<file path="src/rtl/core/mbet_pkg.sv">
`timescale 1ns / 1ps
// ----------------------------------------------------------------------------
// mbet_pkg
// Shared types and constants for the escape-time pipeline.
// ----------------------------------------------------------------------------
`default_nettype none
package mbet_pkg;

  localparam int unsigned Scale      = 1536;
  localparam int unsigned MaxSteps   = 63;
  localparam int unsigned CoordW     = 16;
  localparam int unsigned CntW       = 6;

  // real part: dc*Scale*3/320 = dc*72/5 ; imaginary: dr*Scale*9/4/200 = dr*432/25
  localparam int unsigned ReMul      = Scale * 3 / 64;     // 72
  localparam int unsigned ReDiv      = 5;
  localparam int unsigned ImMul      = Scale * 9 / 4 / 8;  // 432
  localparam int unsigned ImDiv      = 25;
  localparam int unsigned ReRecip    = 209716;   // ceil(2^20/5)
  localparam int unsigned ReShift    = 20;
  localparam int unsigned ImRecip    = 167773;   // ceil(2^22/25)
  localparam int unsigned ImShift    = 22;

  // square scaling: (s2 + Scale/2) / Scale = ((s2 + Scale/2) >> 9) / 3
  localparam int unsigned SqRound    = Scale / 2;
  localparam int unsigned SqShift    = 9;
  localparam int unsigned Div3Recip  = 2796203;  // ceil(2^23/3)
  localparam int unsigned Div3Shift  = 23;

  localparam logic [3:0] AddrCenterCol  = 4'h0;
  localparam logic [3:0] AddrCenterRow  = 4'h4;
  localparam logic [3:0] AddrEscLimit   = 4'h8;
  localparam logic [3:0] AddrMaxIter    = 4'hc;

  typedef struct packed {
    logic [CoordW-1:0] a;
    logic [CoordW-1:0] b;
    logic [CoordW-1:0] x;
    logic [CoordW-1:0] y;
    logic [CntW-1:0]   cnt;
    logic              hit;
  } pkt_t;

endpackage
`default_nettype wire

</file>
<file path="src/rtl/core/mbet_iter.sv">
`timescale 1ns / 1ps
// ----------------------------------------------------------------------------
// mbet_iter
// One escape-time step in three stages: square, scale, test and update.
// ----------------------------------------------------------------------------
`default_nettype none
module mbet_iter import mbet_pkg::*; (
  input  wire logic        clk,
  input  wire logic        rst_n,
  input  wire logic        en,
  input  wire logic        vld_i,
  input  pkt_t             pkt_i,
  input  wire logic [15:0] escape_limit,
  output logic             vld_o,
  output pkt_t             pkt_o
);

  logic              v1_r, v2_r;
  pkt_t              p1_r, p2_r, p3_r;
  logic [30:0]       sxx_r, syy_r, sxy_r;
  logic [15:0]       xx_r, yy_r, xy_r;
  logic [15:0]       sum_w;
  logic signed [15:0] sx, sy, sxy;
  logic signed [31:0] mxx, myy, mxy;
  logic [15:0]       qxx, qyy, qxy;
  logic [15:0]       zz;
  pkt_t              p3_nxt;

  function automatic logic [15:0] sq_scale(input logic [30:0] s2);
    logic [21:0] t;
    logic [44:0] m;
    begin
      t = 22'((32'(s2) + 32'(SqRound)) >> SqShift);
      m = 45'(t) * 45'(Div3Recip);
      sq_scale = m[Div3Shift +: 16] & 16'hfffe;
    end
  endfunction

  always_comb begin
    sum_w = pkt_i.x + pkt_i.y;
    sx    = signed'({pkt_i.x[15:1], 1'b0});
    sy    = signed'({pkt_i.y[15:1], 1'b0});
    sxy   = signed'({sum_w[15:1], 1'b0});
    mxx   = sx * sx;
    myy   = sy * sy;
    mxy   = sxy * sxy;
    qxx   = sq_scale(sxx_r);
    qyy   = sq_scale(syy_r);
    qxy   = sq_scale(sxy_r);
  end

  // test and update; a finished item passes through unchanged
  always_comb begin
    zz     = xx_r + yy_r;
    p3_nxt = p2_r;
    if (!p2_r.hit && p2_r.cnt != '0) begin
      if (zz > escape_limit) begin
        p3_nxt.hit = 1'b1;
      end else begin
        p3_nxt.y   = xy_r - zz + p2_r.b;
        p3_nxt.x   = p2_r.a + xx_r - yy_r;
        p3_nxt.cnt = p2_r.cnt - 1'b1;
      end
    end
  end

  always_ff @(posedge clk) begin
    if (!rst_n) begin
      v1_r  <= 1'b0;
      v2_r  <= 1'b0;
      vld_o <= 1'b0;
    end else if (en) begin
      v1_r  <= vld_i;
      v2_r  <= v1_r;
      vld_o <= v2_r;
    end
  end

  always_ff @(posedge clk) begin
    if (en) begin
      p1_r  <= pkt_i;
      sxx_r <= mxx[30:0];
      syy_r <= myy[30:0];
      sxy_r <= mxy[30:0];
      p2_r  <= p1_r;
      xx_r  <= qxx;
      yy_r  <= qyy;
      xy_r  <= qxy;
      p3_r  <= p3_nxt;
    end
  end

  assign pkt_o = p3_r;

endmodule
`default_nettype wire
</file>
<file path="config.mk">
export PLATFORM = sky130hd
export DESIGN_NAME = mbet_iter
export DESIGN_NICKNAME = d
export VERILOG_FILES = /design/src/rtl/core/mbet_pkg.sv /design/src/rtl/core/mbet_iter.sv
export SDC_FILE = /design/constraint.sdc
export NUM_CORES = 2
export LEC_CHECK = 0
export ABC_AREA = 1
export BUFFER_PORTS_ARGS = -buffer_cell sky130_fd_sc_hd__buf_2
export CAP_MARGIN = 0
export CORE_ASPECT_RATIO = 0.9
export CORE_MARGIN = 8
export CORE_UTILIZATION = 60
export DETAILED_ROUTE_END_ITERATION = 7
export PLACE_DENSITY = 0.87
export SYNTH_ARGS = -nofsm -noshare
export SYNTH_HDL_FRONTEND = slang
export SYNTH_SLANG_ARGS = --single-unit
</file>
<file path="constraint.sdc">
create_clock -name clk -period 25.1 [get_ports clk]
set_input_delay 5.02 -clock clk [delete_from_list [all_inputs] [get_ports clk]]
set_output_delay 5.02 -clock clk [all_outputs]
set_load 0.01 [all_outputs]
</file>
==> impl_metrics.tcl <==
set metrics [dict create \
    status "finished clean" \
    die_x_um 359 \
    ys_types 54 \
    min_from "p1_r[60]" \
    grt_max_degree 111 \
    tritoncts "built" \
    initial_core_util 0.603 \
    tightestPinTransition_ns 1.18 \
    drtAntennaViolNets 0 \
    core_area_um2 105000 \
    fp.dieH_um 325 \
    hp-class "reg2reg" \
    dr.pass1.iters 6 \
    timing.critical_path.mode_cell "nand2_1" \
    crit_family "adder cells" \
    timing.final.crit_share 0.501 \
    cp.arrival_ns 12.93 \
    syn_area_um2 63600 \
    hold_violations 0 \
    synth_edf_count 327 \
    cts.sinks 330 \
    slew_headroom 0.207 \
    maxCapViolCount 0 \
    ys_seq_area_frac 0.155 \
    cts_root_buf "clkbuf_16" \
    crit_path_start "pkt_i[29]" \
    via_per_inst 5.52 \
    synth_seq_cells 330 \
    overflow 0 \
    area_growth_pct 5.77 \
    clock-skew-final_ns 0.0562 \
    worstPathRequired_ns 25.45 \
    dr.first_iter.drc_count 4064 \
    max_freq_mhz 79.5 \
    final_nets 9174 \
    pin_count 163 \
    timing.critical_path.buf_inv 8 \
    grt_pass1_wl_mm 264 \
    setup-violations-final 0 \
    grt_pass1_vias 50185 \
    portBuffers 162 \
    slew_violations 0 \
    hold_buffers 0 \
    setup_tns_ns 0 \
    path_clk_slew_ns 0.09 \
    die_area_um2 117000 \
    rsz0062_at_grt "false" \
    synth_nets 9010 \
    cts_setup_buffers 0 \
    fp-row-count 113 \
    crit_path_end_kind "flop" \
    synth_flop_cell "edfxtp_1" \
    cts_made_buffers 38 \
    cts_resized 0 \
    drc 0 \
    clkLatencyLatePin_ns 0.63 \
    min_period_ns 12.58 \
    r2r_start "sxx_r[8]" \
    critPathSlowestCell "fa_1" \
    cts_buffer_depth 3 \
    async_flop_share 0 \
    antenna_found_initial 7 \
    criticalPathCategory "in2reg" \
    path_max_fanout 18 \
    grtUsageTotal 0.283 \
    max_stage_delay_ns 0.72 \
    yosysWarnings 0 \
    synth_area_per_cell_um2 9.17 \
    place_congestion 1.02 \
    drt_wl_total_mm 164 \
    dp.final_hpwl_mm 141 \
    vias 46974 \
    wl_per_cell_um 19.3 \
    htreeDepth 2 \
    syn_inst 6932 \
    start_kind "input pin" \
    drive_gt1_frac 0.0417 \
]
==> layer usage <==
| metal | track usage | part of all wire |
|---|---|---|
| met1 | 0.383 | 0.41 |
| met2 | 0.450 | 0.45 |
| met3 | 0.0748 | 0.11 |
| met4 | 0.0842 | 0.033 |
| met5 | 0 | 0.00016 |
==> worst paths after layout <==
kind | slack [ns] | cells past startpoint | end
max | 12.52 | 32 | sxy_r[28]
min | 0.38 | 0 | p2_r[60]
min reg2reg | 0.38 | 0 | p2_r[60]
max reg2reg | 16.79 | 31 | xx_r[13]
==> registers in the layout, indices dropped and copies added (netlist names) <==
register  count
v2_r          1
sxy_r        23
pkt_o        71
xy_r         15
syy_r        23
xx_r         15
v1_r          1
sxx_r        23
vld_o         1
p1_r         71
p2_r         71
yy_r         15
==> cells in the final DEF, fill, tap and decap left out, types with 31 or more instances in the layout <==
cell type     n
o21ai_0     169
clkbuf_16    39
a21o_1       35
nor2_1      391
nand4_1      43
o21bai_1     31
inv_1      1976
buf_2       161
nand3_1     152
edfxtp_1    327
xnor2_1      80
nand2_1    1044
ha_1        851
nor3_1       45
xor2_1      162
fa_1       1136
a21oi_1     268
==> synth_stat cells (45+ instances only) <==
cell / n / area, µm²
a21oi_1: 268 / 1340
edfxtp_1: 327 / 9820
fa_1: 1136 / 22700
ha_1: 851 / 10600
inv_1: 1976 / 7420
nand2_1: 1045 / 3920
nand3_1: 152 / 761
nor2_1: 391 / 1470
nor3_1: 45 / 225
o21ai_0: 169 / 846
xnor2_1: 80 / 701
xor2_1: 162 / 1420
==> per-stage QoR <==
step / hold WS (ns) / utilization / setup slack (ns) / instance area (µm²) / std cells
finish: 0.379 / 0.638 / 12.52 / 67200 / 8508
global route: 0.385 / 0.638 / 11.97 / 67200 / 8503
CTS: 0.374 / 0.638 / 12.65 / 67200 / 8503
detailed placement: 0.405 / 0.626 / 12.05 / 66000 / 8436
global placement: 0.401 / 0.626 / 12.29 / 66000 / 8436
floorplan: 0.400 / - / 13.71 / 63600 / 6932
==> final cells by class <==
class                      instances  area [µm²]
clock buffer                      43         991
multi-input combinational       4561       46000
antenna                            5        12.5
fill                            8334       38100
inverter                        1991        7470
tap                             1380        1730
clock inverter                    24         236
timing repair buffer             174         911
sequential                       330        9880
==> kinds of logic (layout without fill, tap and decap cells) <==
group / Yosys count / after routing / synth area share
AO/OA/AOI/OAI: 584 / 584 / 0.0515
XOR/XNOR: 247 / 247 / 0.0350
adder cells (fa/ha/maj): 1987 / 1987 / 0.525
buffers and inverters: 2041 / 2232 / 0.121
flip-flops: 330 / 330 / 0.155
other: 0 / 5 / 0
AND/OR/NAND/NOR: 1743 / 1743 / 0.112
Power is not shown: default switching activity piles up to over one toggle a cycle in this logic, so the estimate is an artifact.
