File: config.mk
export PLATFORM = sky130hd
export DESIGN_NAME = mbet_setup
export DESIGN_NICKNAME = d
export VERILOG_FILES = /design/src/rtl/core/mbet_pkg.sv /design/src/rtl/core/mbet_setup.sv
export SDC_FILE = /design/constraint.sdc
export NUM_CORES = 1
export LEC_CHECK = 0
export CORE_MARGIN = 2
export CORE_UTILIZATION = 35
export CTS_BUF_LIST = sky130_fd_sc_hd__clkbuf_8
export DETAILED_ROUTE_END_ITERATION = 12
export DONT_BUFFER_PORTS = 1
export MAX_ROUTING_LAYER = met4
export PLACE_DENSITY = 0.53
export SLEW_MARGIN = 20
export SYNTH_ARGS = -nofsm -noshare
export SYNTH_HDL_FRONTEND = slang
export SYNTH_SLANG_ARGS = --single-unit
File: constraint.sdc
create_clock -name clk -period 9.72 [get_ports clk]
set_clock_uncertainty 0.15 [all_clocks]
set_input_delay 0.486 -clock clk [delete_from_list [all_inputs] [get_ports clk]]
set_output_delay 0.486 -clock clk [all_outputs]
set_load 0.02 [all_outputs]
File: src/rtl/core/mbet_pkg.sv
`timescale 1ns / 1ps
// ----------------------------------------------------------------------------
// mbet_pkg
// Shared types and constants for the escape-time pipeline.
// ----------------------------------------------------------------------------
`default_nettype none
package mbet_pkg;

  localparam int unsigned Scale      = 1536;
  localparam int unsigned MaxSteps   = 63;
  localparam int unsigned CoordW     = 16;
  localparam int unsigned CntW       = 6;

  // real part: dc*Scale*3/320 = dc*72/5 ; imaginary: dr*Scale*9/4/200 = dr*432/25
  localparam int unsigned ReMul      = Scale * 3 / 64;     // 72
  localparam int unsigned ReDiv      = 5;
  localparam int unsigned ImMul      = Scale * 9 / 4 / 8;  // 432
  localparam int unsigned ImDiv      = 25;
  localparam int unsigned ReRecip    = 209716;   // ceil(2^20/5)
  localparam int unsigned ReShift    = 20;
  localparam int unsigned ImRecip    = 167773;   // ceil(2^22/25)
  localparam int unsigned ImShift    = 22;

  // square scaling: (s2 + Scale/2) / Scale = ((s2 + Scale/2) >> 9) / 3
  localparam int unsigned SqRound    = Scale / 2;
  localparam int unsigned SqShift    = 9;
  localparam int unsigned Div3Recip  = 2796203;  // ceil(2^23/3)
  localparam int unsigned Div3Shift  = 23;

  localparam logic [3:0] AddrCenterCol  = 4'h0;
  localparam logic [3:0] AddrCenterRow  = 4'h4;
  localparam logic [3:0] AddrEscLimit   = 4'h8;
  localparam logic [3:0] AddrMaxIter    = 4'hc;

  typedef struct packed {
    logic [CoordW-1:0] a;
    logic [CoordW-1:0] b;
    logic [CoordW-1:0] x;
    logic [CoordW-1:0] y;
    logic [CntW-1:0]   cnt;
    logic              hit;
  } pkt_t;

endpackage
`default_nettype wire

File: src/rtl/core/mbet_setup.sv
`timescale 1ns / 1ps
// ----------------------------------------------------------------------------
// mbet_setup
// Two-stage mapping of pixel position to the fixed-point point c = a + i*b.
// ----------------------------------------------------------------------------
`default_nettype none
module mbet_setup import mbet_pkg::*; (
  input  wire logic        clk,
  input  wire logic        rst_n,
  input  wire logic        en,
  input  wire logic        vld_i,
  input  wire logic [9:0]  pixel_col,
  input  wire logic [7:0]  pixel_row,
  input  wire logic [9:0]  center_col,
  input  wire logic [7:0]  center_row,
  input  wire logic [5:0]  max_iterations,
  output logic             vld_o,
  output pkt_t             pkt_o
);

  logic [10:0] dc_mag, dr_mag;
  logic        dc_neg, dr_neg;
  logic        v1_r;
  logic [16:0] re_n_r, re_n_nxt;
  logic [16:0] im_n_r, im_n_nxt;
  logic        re_neg_r, im_neg_r;
  logic [37:0] re_prod;
  logic [38:0] im_prod;
  logic [16:0] re_q, im_q;
  logic [CoordW-1:0] a_w, b_w;
  pkt_t        pkt_r;

  always_comb begin
    dc_neg   = (pixel_col < center_col);
    dr_neg   = (pixel_row < center_row);
    dc_mag   = dc_neg ? 11'(center_col - pixel_col) : 11'(pixel_col - center_col);
    dr_mag   = dr_neg ? 11'({2'b00, center_row} - {2'b00, pixel_row})
                      : 11'({2'b00, pixel_row} - {2'b00, center_row});
    re_n_nxt = 17'(dc_mag * 17'(ReMul));
    im_n_nxt = 17'(dr_mag * 17'(ImMul));
  end

  always_ff @(posedge clk) begin
    if (!rst_n) begin
      v1_r  <= 1'b0;
      vld_o <= 1'b0;
    end else if (en) begin
      v1_r  <= vld_i;
      vld_o <= v1_r;
    end
  end

  always_ff @(posedge clk) begin
    if (en) begin
      re_n_r   <= re_n_nxt;
      im_n_r   <= im_n_nxt;
      re_neg_r <= dc_neg;
      im_neg_r <= dr_neg;
      pkt_r    <= '{a: a_w, b: b_w, x: a_w, y: b_w, cnt: max_iterations, hit: 1'b0};
    end
  end

  // truncate toward zero: divide the magnitude, then restore the sign
  always_comb begin
    re_prod = 38'(re_n_r) * 38'(ReRecip);
    im_prod = 39'(im_n_r) * 39'(ImRecip);
    re_q    = re_prod[ReShift +: 17];
    im_q    = im_prod[ImShift +: 17];
    a_w     = (re_neg_r ? 16'(-re_q) : re_q[15:0]) & 16'hfffe;
    b_w     = (im_neg_r ? 16'(-im_q) : im_q[15:0]) & 16'hfffe;
  end

  assign pkt_o = pkt_r;

endmodule
`default_nettype wire

==> results of run 1 <==
==> critical path: stages (launching register included) <==
cell	delay [ps]
edfxtp_1	410
inv_1	60
ha_1	330
fa_1	650
fa_1	470
fa_1	560
inv_1	60
fa_1	510
inv_1	50
fa_1	500
inv_1	40
ha_1	380
a21oi_1	190
o21ai_1	150
a211oi_1	200
o21bai_1	110
xor2_1	170
or2_1	260
or4_4	560
nor4_4	320
a2bb2oi_2	180
o22ai_2	90
xnor2_1	130
==> per-stage QoR <==
step                utilization [%]  area [um^2]  instances  hold slack, ps
floorplan                         -        13200       1350             332
global placement               36.2        13500       1816             351
detailed placement             36.2        13500       1816             364
CTS                            36.9        13800       1838            23.8
global route                   36.9        13800       1838            39.8
finish                         36.9        13800       1838            63.0
==> kinds of logic (layout without fill, tap and decap cells) <==
| logic type | after synthesis | in the layout | share of synthesized area (%) |
|---|---|---|---|
| buffers and inverters | 394 | 371 | 12.3 |
| AND/OR/NAND/NOR | 143 | 143 | 5.58 |
| AO/OA/AOI/OAI | 203 | 203 | 10.3 |
| XOR/XNOR | 93 | 93 | 6.18 |
| multiplexers | 19 | 19 | 1.50 |
| other | 1 | 5 | 0.0285 |
| adder cells (fa/ha/maj) | 426 | 426 | 49.0 |
| flip-flops | 67 | 67 | 15.1 |
==> sequential cells by signal, summed over array words and instances (netlist names) <==
name	flops
im_n_r	13
im_neg_r	1
vld_o	1
re_neg_r	1
pkt_o	36
re_n_r	14
v1_r	1
==> worst min-delay path by stage <==
stage	endpoint	slack, ps
2_1_floorplan	v1_r	330
3_3_place_gp	v1_r	350
3_5_place_dp	v1_r	360
4_1_cts	v1_r	20
5_1_grt	re_n_r[4]	40
6_report	v1_r	60
==> final cells by class <==
type	instances	area share (%)
repair buffers	6	0.435
clock inverters	7	0.671
well taps	511	4.63
flip-flops and latches	67	14.4
multi-input cells	889	69.4
clock buffers	9	0.897
inverters	349	9.49
==> cell usage after synthesis, types with 3 or more instances <==
cell	number	share of area, %
buf_4	35	2.0
clkbuf_1	8	0.23
o21ai_0	31	1.2
a211oi_1	6	0.34
and2_1	3	0.14
and4_1	5	0.33
fa_1	150	23
xor2_1	27	1.8
a22o_1	3	0.20
nand2_1	45	1.3
and3_1	5	0.24
mux2_2	6	0.51
o21bai_1	11	0.63
nand2b_1	5	0.24
o31ai_1	12	0.68
a21oi_1	64	2.4
o211ai_1	6	0.34
ha_1	276	26
o21a_1	7	0.40
a21o_1	28	1.6
o21ai_1	3	0.11
nor3_1	8	0.30
edfxtp_1	65	15
or3_1	4	0.19
inv_1	348	9.9
a31oi_1	6	0.28
nand3_1	13	0.49
mux2i_1	13	0.99
nand4_1	6	0.28
nor2_1	26	0.74
xnor2_1	66	4.4
or2_2	5	0.24
nor2b_1	9	0.43
==> routing by layer <==
layer / up-vias / share of wire (%) / track usage, %
met5: - / 0 / -
met4: 0 / 1.6 / 4.04
met3: 25 / 2.8 / 1.89
met2: 132 / 44 / 22.8
met1: 3969 / 52 / 20.4
li1: 4294 / - / -
==> results.json, run 1 <==
{
  "dp_hpwl_um": 23200,
  "cts-root-buf": "clkbuf_8",
  "setup-violations-final": 0,
  "cts_tree": "yes",
  "grt_pass1_vias": 9069,
  "async_flop_share_pct": 0,
  "clkSlewWorstSetupHoldPaths_ps": 90,
  "ff_latch_area_um2": 1990,
  "final_cell_mix": "inv_1, ha_1, fa_1",
  "post-cts-setup-buffers": 0,
  "timing.rr.start": "re_n_r[15]",
  "start_kind": "flip-flop",
  "synth_seq_cells": 67,
  "synth_area_um2": 13200,
  "cts-htree-levels": 3,
  "status": "finished, final reports clean",
  "hp-class": "in2reg",
  "ys_seq_area_share_pct": 15.1,
  "yosysUniqueCellTypes": 67,
  "remaining_drc_errors": 0,
  "ys.flop_type": "edfxtp_1",
  "overflow": 0,
  "cts_buffer_depth": 2,
  "grt_pass1_wl_um": 44600,
  "diodes": 0,
  "core_um2": 37400,
  "via_per_inst": 4.58,
  "cap_violations": 0,
  "ff2ff_path_depth": 22,
  "fillers": 3738,
  "synth_edf_count": 65,
  "boundaryPins": 118,
  "critPathKind": "reg2reg",
  "cp_max_fo": 7,
  "cp-startpoint": "re_n_r[15]",
  "io_buffer_count": 0,
  "drt-initial-drc-count": 281,
  "finalMaxSlewViolations": 0,
  "worst_slew_pin_slew_ps": 954,
  "vias": 8420,
  "grt_antenna_before_repair": 0,
  "fin_crit_ps": 6760,
  "min_period_over_period_pct": 69.6,
  "final_common_cell": "inv_1",
  "ant_nets": 0,
  "ctsResizeCount": 0,
  "cts_buffers": 9,
  "grt_max_degree": 68,
  "synthesis.instances": 1346,
  "die_area_um2": 39200,
  "area_growth_pct": 4.72,
  "start_util_pct": 35.2,
  "drt_pre_antenna_iters": 4,
  "crit_end": "pkt_o[36]",
  "regToRegSetupSlack_ps": 2960,
  "rows": 71,
  "grtUsageTotal_pct": 14.8,
  "multi_input_area_um2": 9580,
  "worst-endpoint-required_ps": 9720,
  "min_path_cells": 1,
  "timing.setup.tns_ps": 0,
  "yosys_warnings": 0,
  "hold_viol_final": 0,
  "rsz0062_at_grt": "false",
  "fmax_mhz": 148,
  "syn_avg_cell_area_um2": 9.79,
  "hp-start": "rst_n",
  "crit_path_end_kind": "flip-flop",
  "fp.dieW_um": 198,
  "final_nets": 1794,
  "cts.sinks": 67,
  "drt_wl_total_um": 26200,
  "fin_ws_ps": 2960,
  "die_h_um": 198,
  "drive_gt1_share_pct": 2.94,
  "ctsHoldBuffers": 6,
  "slew_headroom_pct": 36.2,
  "dpl_worst_slack_ps": 2910,
  "r2r-end": "pkt_o[36]",
  "critPathArrivalTime_ps": 6760,
  "place_congestion": 0.867,
  "wl_per_cell_um": 14.2,
  "clk_latency_ps": 390
}
Power of run 1 is left out: the tool's default activity adds up to more than one toggle a clock period on the data nets, which glitch-free logic cannot reach.
==> run 2: changes to the inputs <==
- clock period: 9.72 -> 6.4 ns (I/O delays scaled with it)
==> run 2 against run 1 <==
  * Count of clock-buffer cells in the layout is 1 higher
  * Utilization increased by 2.9 points
  * Critical path type unchanged
  * Critical path depth unchanged
  * Setup slack got worse by 2800 ps
  * Non-clock buffer count up 93
  * Highest routed layer unchanged
  * Cell count is 5.1% higher
  * Design area is 7.8% higher
==> results.json, run 2 (same netlist as run 1, synthesis figures left out) <==
{
  "cts_buffer_depth": 2,
  "clk_latency_ps": 410,
  "hp-class": "in2reg",
  "via_per_inst": 4.52,
  "grt_antenna_before_repair": 0,
  "ff_latch_area_um2": 1990,
  "cp_max_fo": 6,
  "status": "finished, final reports clean",
  "final_common_cell": "inv_1",
  "final_cell_mix": "inv_1, ha_1, fa_1",
  "dr_wl_met3_um": 712,
  "cap_violations": 0,
  "grt_pass1_wl_um": 44800,
  "diodes": 0,
  "rsz0062_at_grt": "true",
  "clkSlewWorstSetupHoldPaths_ps": 80,
  "fin_crit_ps": 6280,
  "grtUsageTotal_pct": 15.0,
  "dp_hpwl_um": 23400,
  "wl_met2_um": 12200,
  "finalNonFillerCells": 1931,
  "grt_pass1_vias": 9139,
  "drt_pre_antenna_iters": 4,
  "holdWs_ps": 101,
  "critPathKind": "reg2reg",
  "m1WireLength_um": 13500,
  "wl_per_cell_um": 13.9,
  "finalMaxSlewViolations": 0,
  "fp.dieW_um": 198,
  "critPathArrivalTime_ps": 6290,
  "start_kind": "flip-flop",
  "drt_wl_total_um": 26800,
  "largest_register_ff_count": 36,
  "hold_viol_final": 0,
  "rows": 71,
  "slew_headroom_pct": 32.5,
  "fillers": 3710,
  "dp.cells": 1898,
  "fmax_mhz": 159,
  "cts-htree-levels": 3,
  "drt-initial-drc-count": 279,
  "area_growth_pct": 12.9,
  "fin_ws_ps": 116,
  "crit_path_end_kind": "flip-flop",
  "dpl_worst_slack_ps": -233,
  "multi_input_area_um2": 9940,
  "top_layer_used": "met4",
  "worst-endpoint-required_ps": 6410,
  "die_h_um": 198,
  "drive_gt1_share_pct": 13.9,
  "overflow": 0,
  "worst_slew_pin_slew_ps": 1010,
  "cts_buffers": 9,
  "cts.sinks": 67,
  "setup-violations-final": 0,
  "core_um2": 37400,
  "vias": 8731,
  "timing.setup.tns_ps": 0,
  "start_util_pct": 35.2,
  "die_area_um2": 39200,
  "remaining_drc_errors": 0,
  "place_congestion": 0.880,
  "grt_max_degree": 68,
  "boundaryPins": 118,
  "min_period_over_period_pct": 98.2,
  "cts_tree": "yes",
  "ant_nets": 0,
  "io_buffer_count": 0,
  "final_nets": 1887,
  "cts-root-buf": "clkbuf_8"
}
==> run 2: cell types whose count changed in the layout (fill, tap and decap cells not counted), moves of 7 or more <==
| cell | before | now |
|---|---|---|
| buf_4 | 0 | 88 |
| o21ai_0 | 31 | 22 |
| a21oi_1 | 64 | 56 |
| ha_4 | 0 | 8 |
| o21ai_1 | 3 | 10 |
| a21oi_2 | 2 | 9 |
| ha_1 | 276 | 265 |
==> run 2: critical path, stage by stage (launching register included) <==
cell and delay [ps]:
edfxtp_1 410, inv_1 70, ha_1 330, fa_1 530
fa_1 450, fa_1 510, inv_1 50, fa_1 490
inv_2 40, fa_1 500, inv_2 50, ha_4 240
and4_4 190, and2_4 140, a22oi_2 200, nand2b_1 130
xnor2_2 200, nand3_2 90, or4_4 550, nor4_4 340
a2bb2oi_2 170, o22ai_2 80, xnor2_1 140
==> run 2: worst paths after layout <==
check	startpoint	to	slack, ps	depth (start not counted)
max	re_n_r[15]	pkt_o[36]	120	22
min	center_col[0]	re_n_r[3]	100	2
max reg2reg	re_n_r[15]	pkt_o[36]	120	22
min reg2reg	v1_r	vld_o	380	2
==> run 2: final cells by class <==
cell class / instances / share of cell area, %
repair buffers: 99 / 5.31
clock buffers: 10 / 0.925
well taps: 511 / 4.30
flip-flops and latches: 67 / 13.4
clock inverters: 6 / 0.437
inverters: 349 / 8.80
multi-input cells: 889 / 66.8
==> run 2: repair_timing <==
item / in CTS / in global routing
endpoints found under the hold margin: 73 / 0
resized for setup: 6 / 77
pin swaps: 1 / 37
buffers inserted: 1 / 8
cloned: 0 / 0
endpoints found under the setup margin: 5 / 17
hold buffers: 9 / 0
==> run 2: stage by stage <==
step / utilization (%) / instance area, um^2
after floorplan: - / 13200
after global placement: 37.8 / 14100
after detailed placement: 37.8 / 14100
after CTS: 38.7 / 14500
after global routing: 39.8 / 14900
final: 39.8 / 14900
==> run 2: layer usage <==
| layer | vias up | global-route usage [%] |
|---|---|---|
| met5 | - | - |
| met3 | 23 | 2.06 |
| met2 | 126 | 23.3 |
| li1 | 4477 | - |
| met4 | 0 | 4.62 |
| met1 | 4105 | 20.4 |
Power of run 2 is left out for the same reason.
==> run 3: changes to the inputs <==
- CORE_UTILIZATION: 35 -> 65
- PLACE_DENSITY: 0.53 -> 0.85
- REMOVE_ABC_BUFFERS: default -> 1
==> run 3 against run 2 <==
  * The run now ends with setup timing left
  * Worst hold slack got worse by 3.0 ps
  * Cell count fell by 14%
  * Design area fell by 4.1%
  * Utilization rose by 31 points
  * Global-route usage rose by 12 points
  * Sequential share of layout area rose by 0.57 points
  * Fmax fell by 2.1%
  * Flip-flop and latch count did not move
  * Via count rose by 5.7%
  * Largest cell class unchanged
==> results.json, run 3 (same netlist as run 1, synthesis figures left out) <==
{
  "cp_max_fo": 6,
  "drt_pre_antenna_iters": 6,
  "grt_max_degree": 67,
  "finalMaxSlewViolations": 0,
  "ant_nets": 0,
  "dr_wl_met3_um": 1450,
  "rows": 52,
  "cp-startpoint": "re_n_r[15]",
  "cts-htree-levels": 3,
  "wl_per_cell_um": 16.6,
  "m1WireLength_um": 11700,
  "hold_viol_final": 0,
  "largest_register_ff_count": 36,
  "start_util_pct": 65.8,
  "cts_buffer_depth": 2,
  "rsz0062_at_grt": "true",
  "fin_crit_ps": 6420,
  "fillers": 1368,
  "timing.setup.tns_ps": -18.7,
  "boundaryPins": 118,
  "drt-initial-drc-count": 492,
  "violations": "setup timing",
  "place_congestion": 0.945,
  "timing.rr.start": "re_n_r[15]",
  "remaining_drc_errors": 0,
  "slew_headroom_pct": 38.8,
  "ff_latch_area_um2": 1990,
  "vias": 9225,
  "drive_gt1_share_pct": 11.0,
  "fin_ws_ps": -18.7,
  "grtUsageTotal_pct": 26.7,
  "critPathArrivalTime_ps": 6410,
  "final_common_cell": "inv_1",
  "clkSlewWorstSetupHoldPaths_ps": 90,
  "cts_tree": "yes",
  "cts.sinks": 67,
  "dp_hpwl_um": 22600,
  "worst-endpoint-required_ps": 6390,
  "io_buffer_count": 0,
  "hp-class": "in2reg",
  "drt_wl_total_um": 27600,
  "final_nets": 1857,
  "overflow": 0,
  "cap_violations": 0,
  "cts-root-buf": "clkbuf_8",
  "cts_buffers": 9,
  "clk_latency_ps": 380,
  "area_growth_pct": 8.28,
  "crit_path_end_kind": "flip-flop",
  "status": "complete, but fails checks",
  "grt_pass1_vias": 9783,
  "fmax_mhz": 156,
  "critPathKind": "reg2reg",
  "setup-violations-final": 1,
  "wl_met2_um": 13700,
  "multi_input_area_um2": 9880,
  "die_area_um2": 21400,
  "worst_slew_pin_slew_ps": 915,
  "min_period_over_period_pct": 100,
  "start_kind": "flip-flop",
  "hp-start": "center_col[0]",
  "grt_antenna_before_repair": 1,
  "via_per_inst": 5.55,
  "final_cell_mix": "inv_1, ha_1, fa_1",
  "die_h_um": 146,
  "core_um2": 20000,
  "grt_pass1_wl_um": 44800,
  "top_layer_used": "met4",
  "fp.dieW_um": 146
}
==> run 3: cell count changes in the layout (fill, tap and decap cells not counted), sizes merged <==
cell / change
clkinv: -1
dlygate4sd3: +1
clkbuf: -1
diode: +1
buf: -31
inv: +2
==> run 3: metal layers <==
layer  GRT usage, %  up-vias
met5              -        -
met2           45.0      251
li1               -     4429
met4           8.20        0
met1           33.3     4486
met3           4.31       59
==> run 3: cell type report <==
type,instances,share of cell area (%)
multi-input cells,889,69.2
flip-flops and latches,67,14.0
inverters,349,9.18
repair buffers,69,3.93
well taps,270,2.37
clock buffers,9,0.868
clock inverters,7,0.465
diodes,1,0.0175
==> run 3: path summary, 6_finish.rpt <==
path | cells past startpoint | end | slack [ps]
max reg2reg | 22 | pkt_o[36] | -20
max | 22 | pkt_o[36] | -20
min | 2 | re_n_r[3] | 100
min reg2reg | 2 | vld_o | 400
==> run 3: repair_timing <==
item,in CTS,in global routing
pin swaps,5,36
endpoints found under the hold margin,73,0
resized for setup,6,64
hold buffers,10,0
setup endpoints to repair,7,16
buffers inserted,3,10
==> run 3: worst max-delay path: stages, from the launching register on <==
cell	delay [ps]
edfxtp_1	480
ha_4	310
inv_1	50
fa_1	500
inv_1	50
fa_1	490
inv_1	50
fa_1	480
inv_1	50
fa_1	460
fa_1	550
ha_4	240
and4_4	200
and2_4	140
a22oi_2	200
nand2b_1	130
xnor2_2	200
nand3_2	110
or4_4	560
nor4_4	320
a2bb2oi_2	210
o22ai_2	90
xnor2_1	130
==> run 3: metrics by stage <==
stage | cells | area (um^2) | setup WS [ps] | utilization [%] | hold slack, ps
2_1_floorplan | 1305 | 12900 | 4.66 | - | 269
3_3_place_gp | 1621 | 13600 | -140 | 67.7 | 269
3_5_place_dp | 1621 | 13600 | -193 | 67.7 | 269
4_1_cts | 1650 | 13900 | -21.7 | 69.6 | 98.4
5_1_grt | 1661 | 14300 | -199 | 71.2 | 110
6_report | 1661 | 14300 | -18.7 | 71.2 | 97.9
Power of run 3 is left out for the same reason.
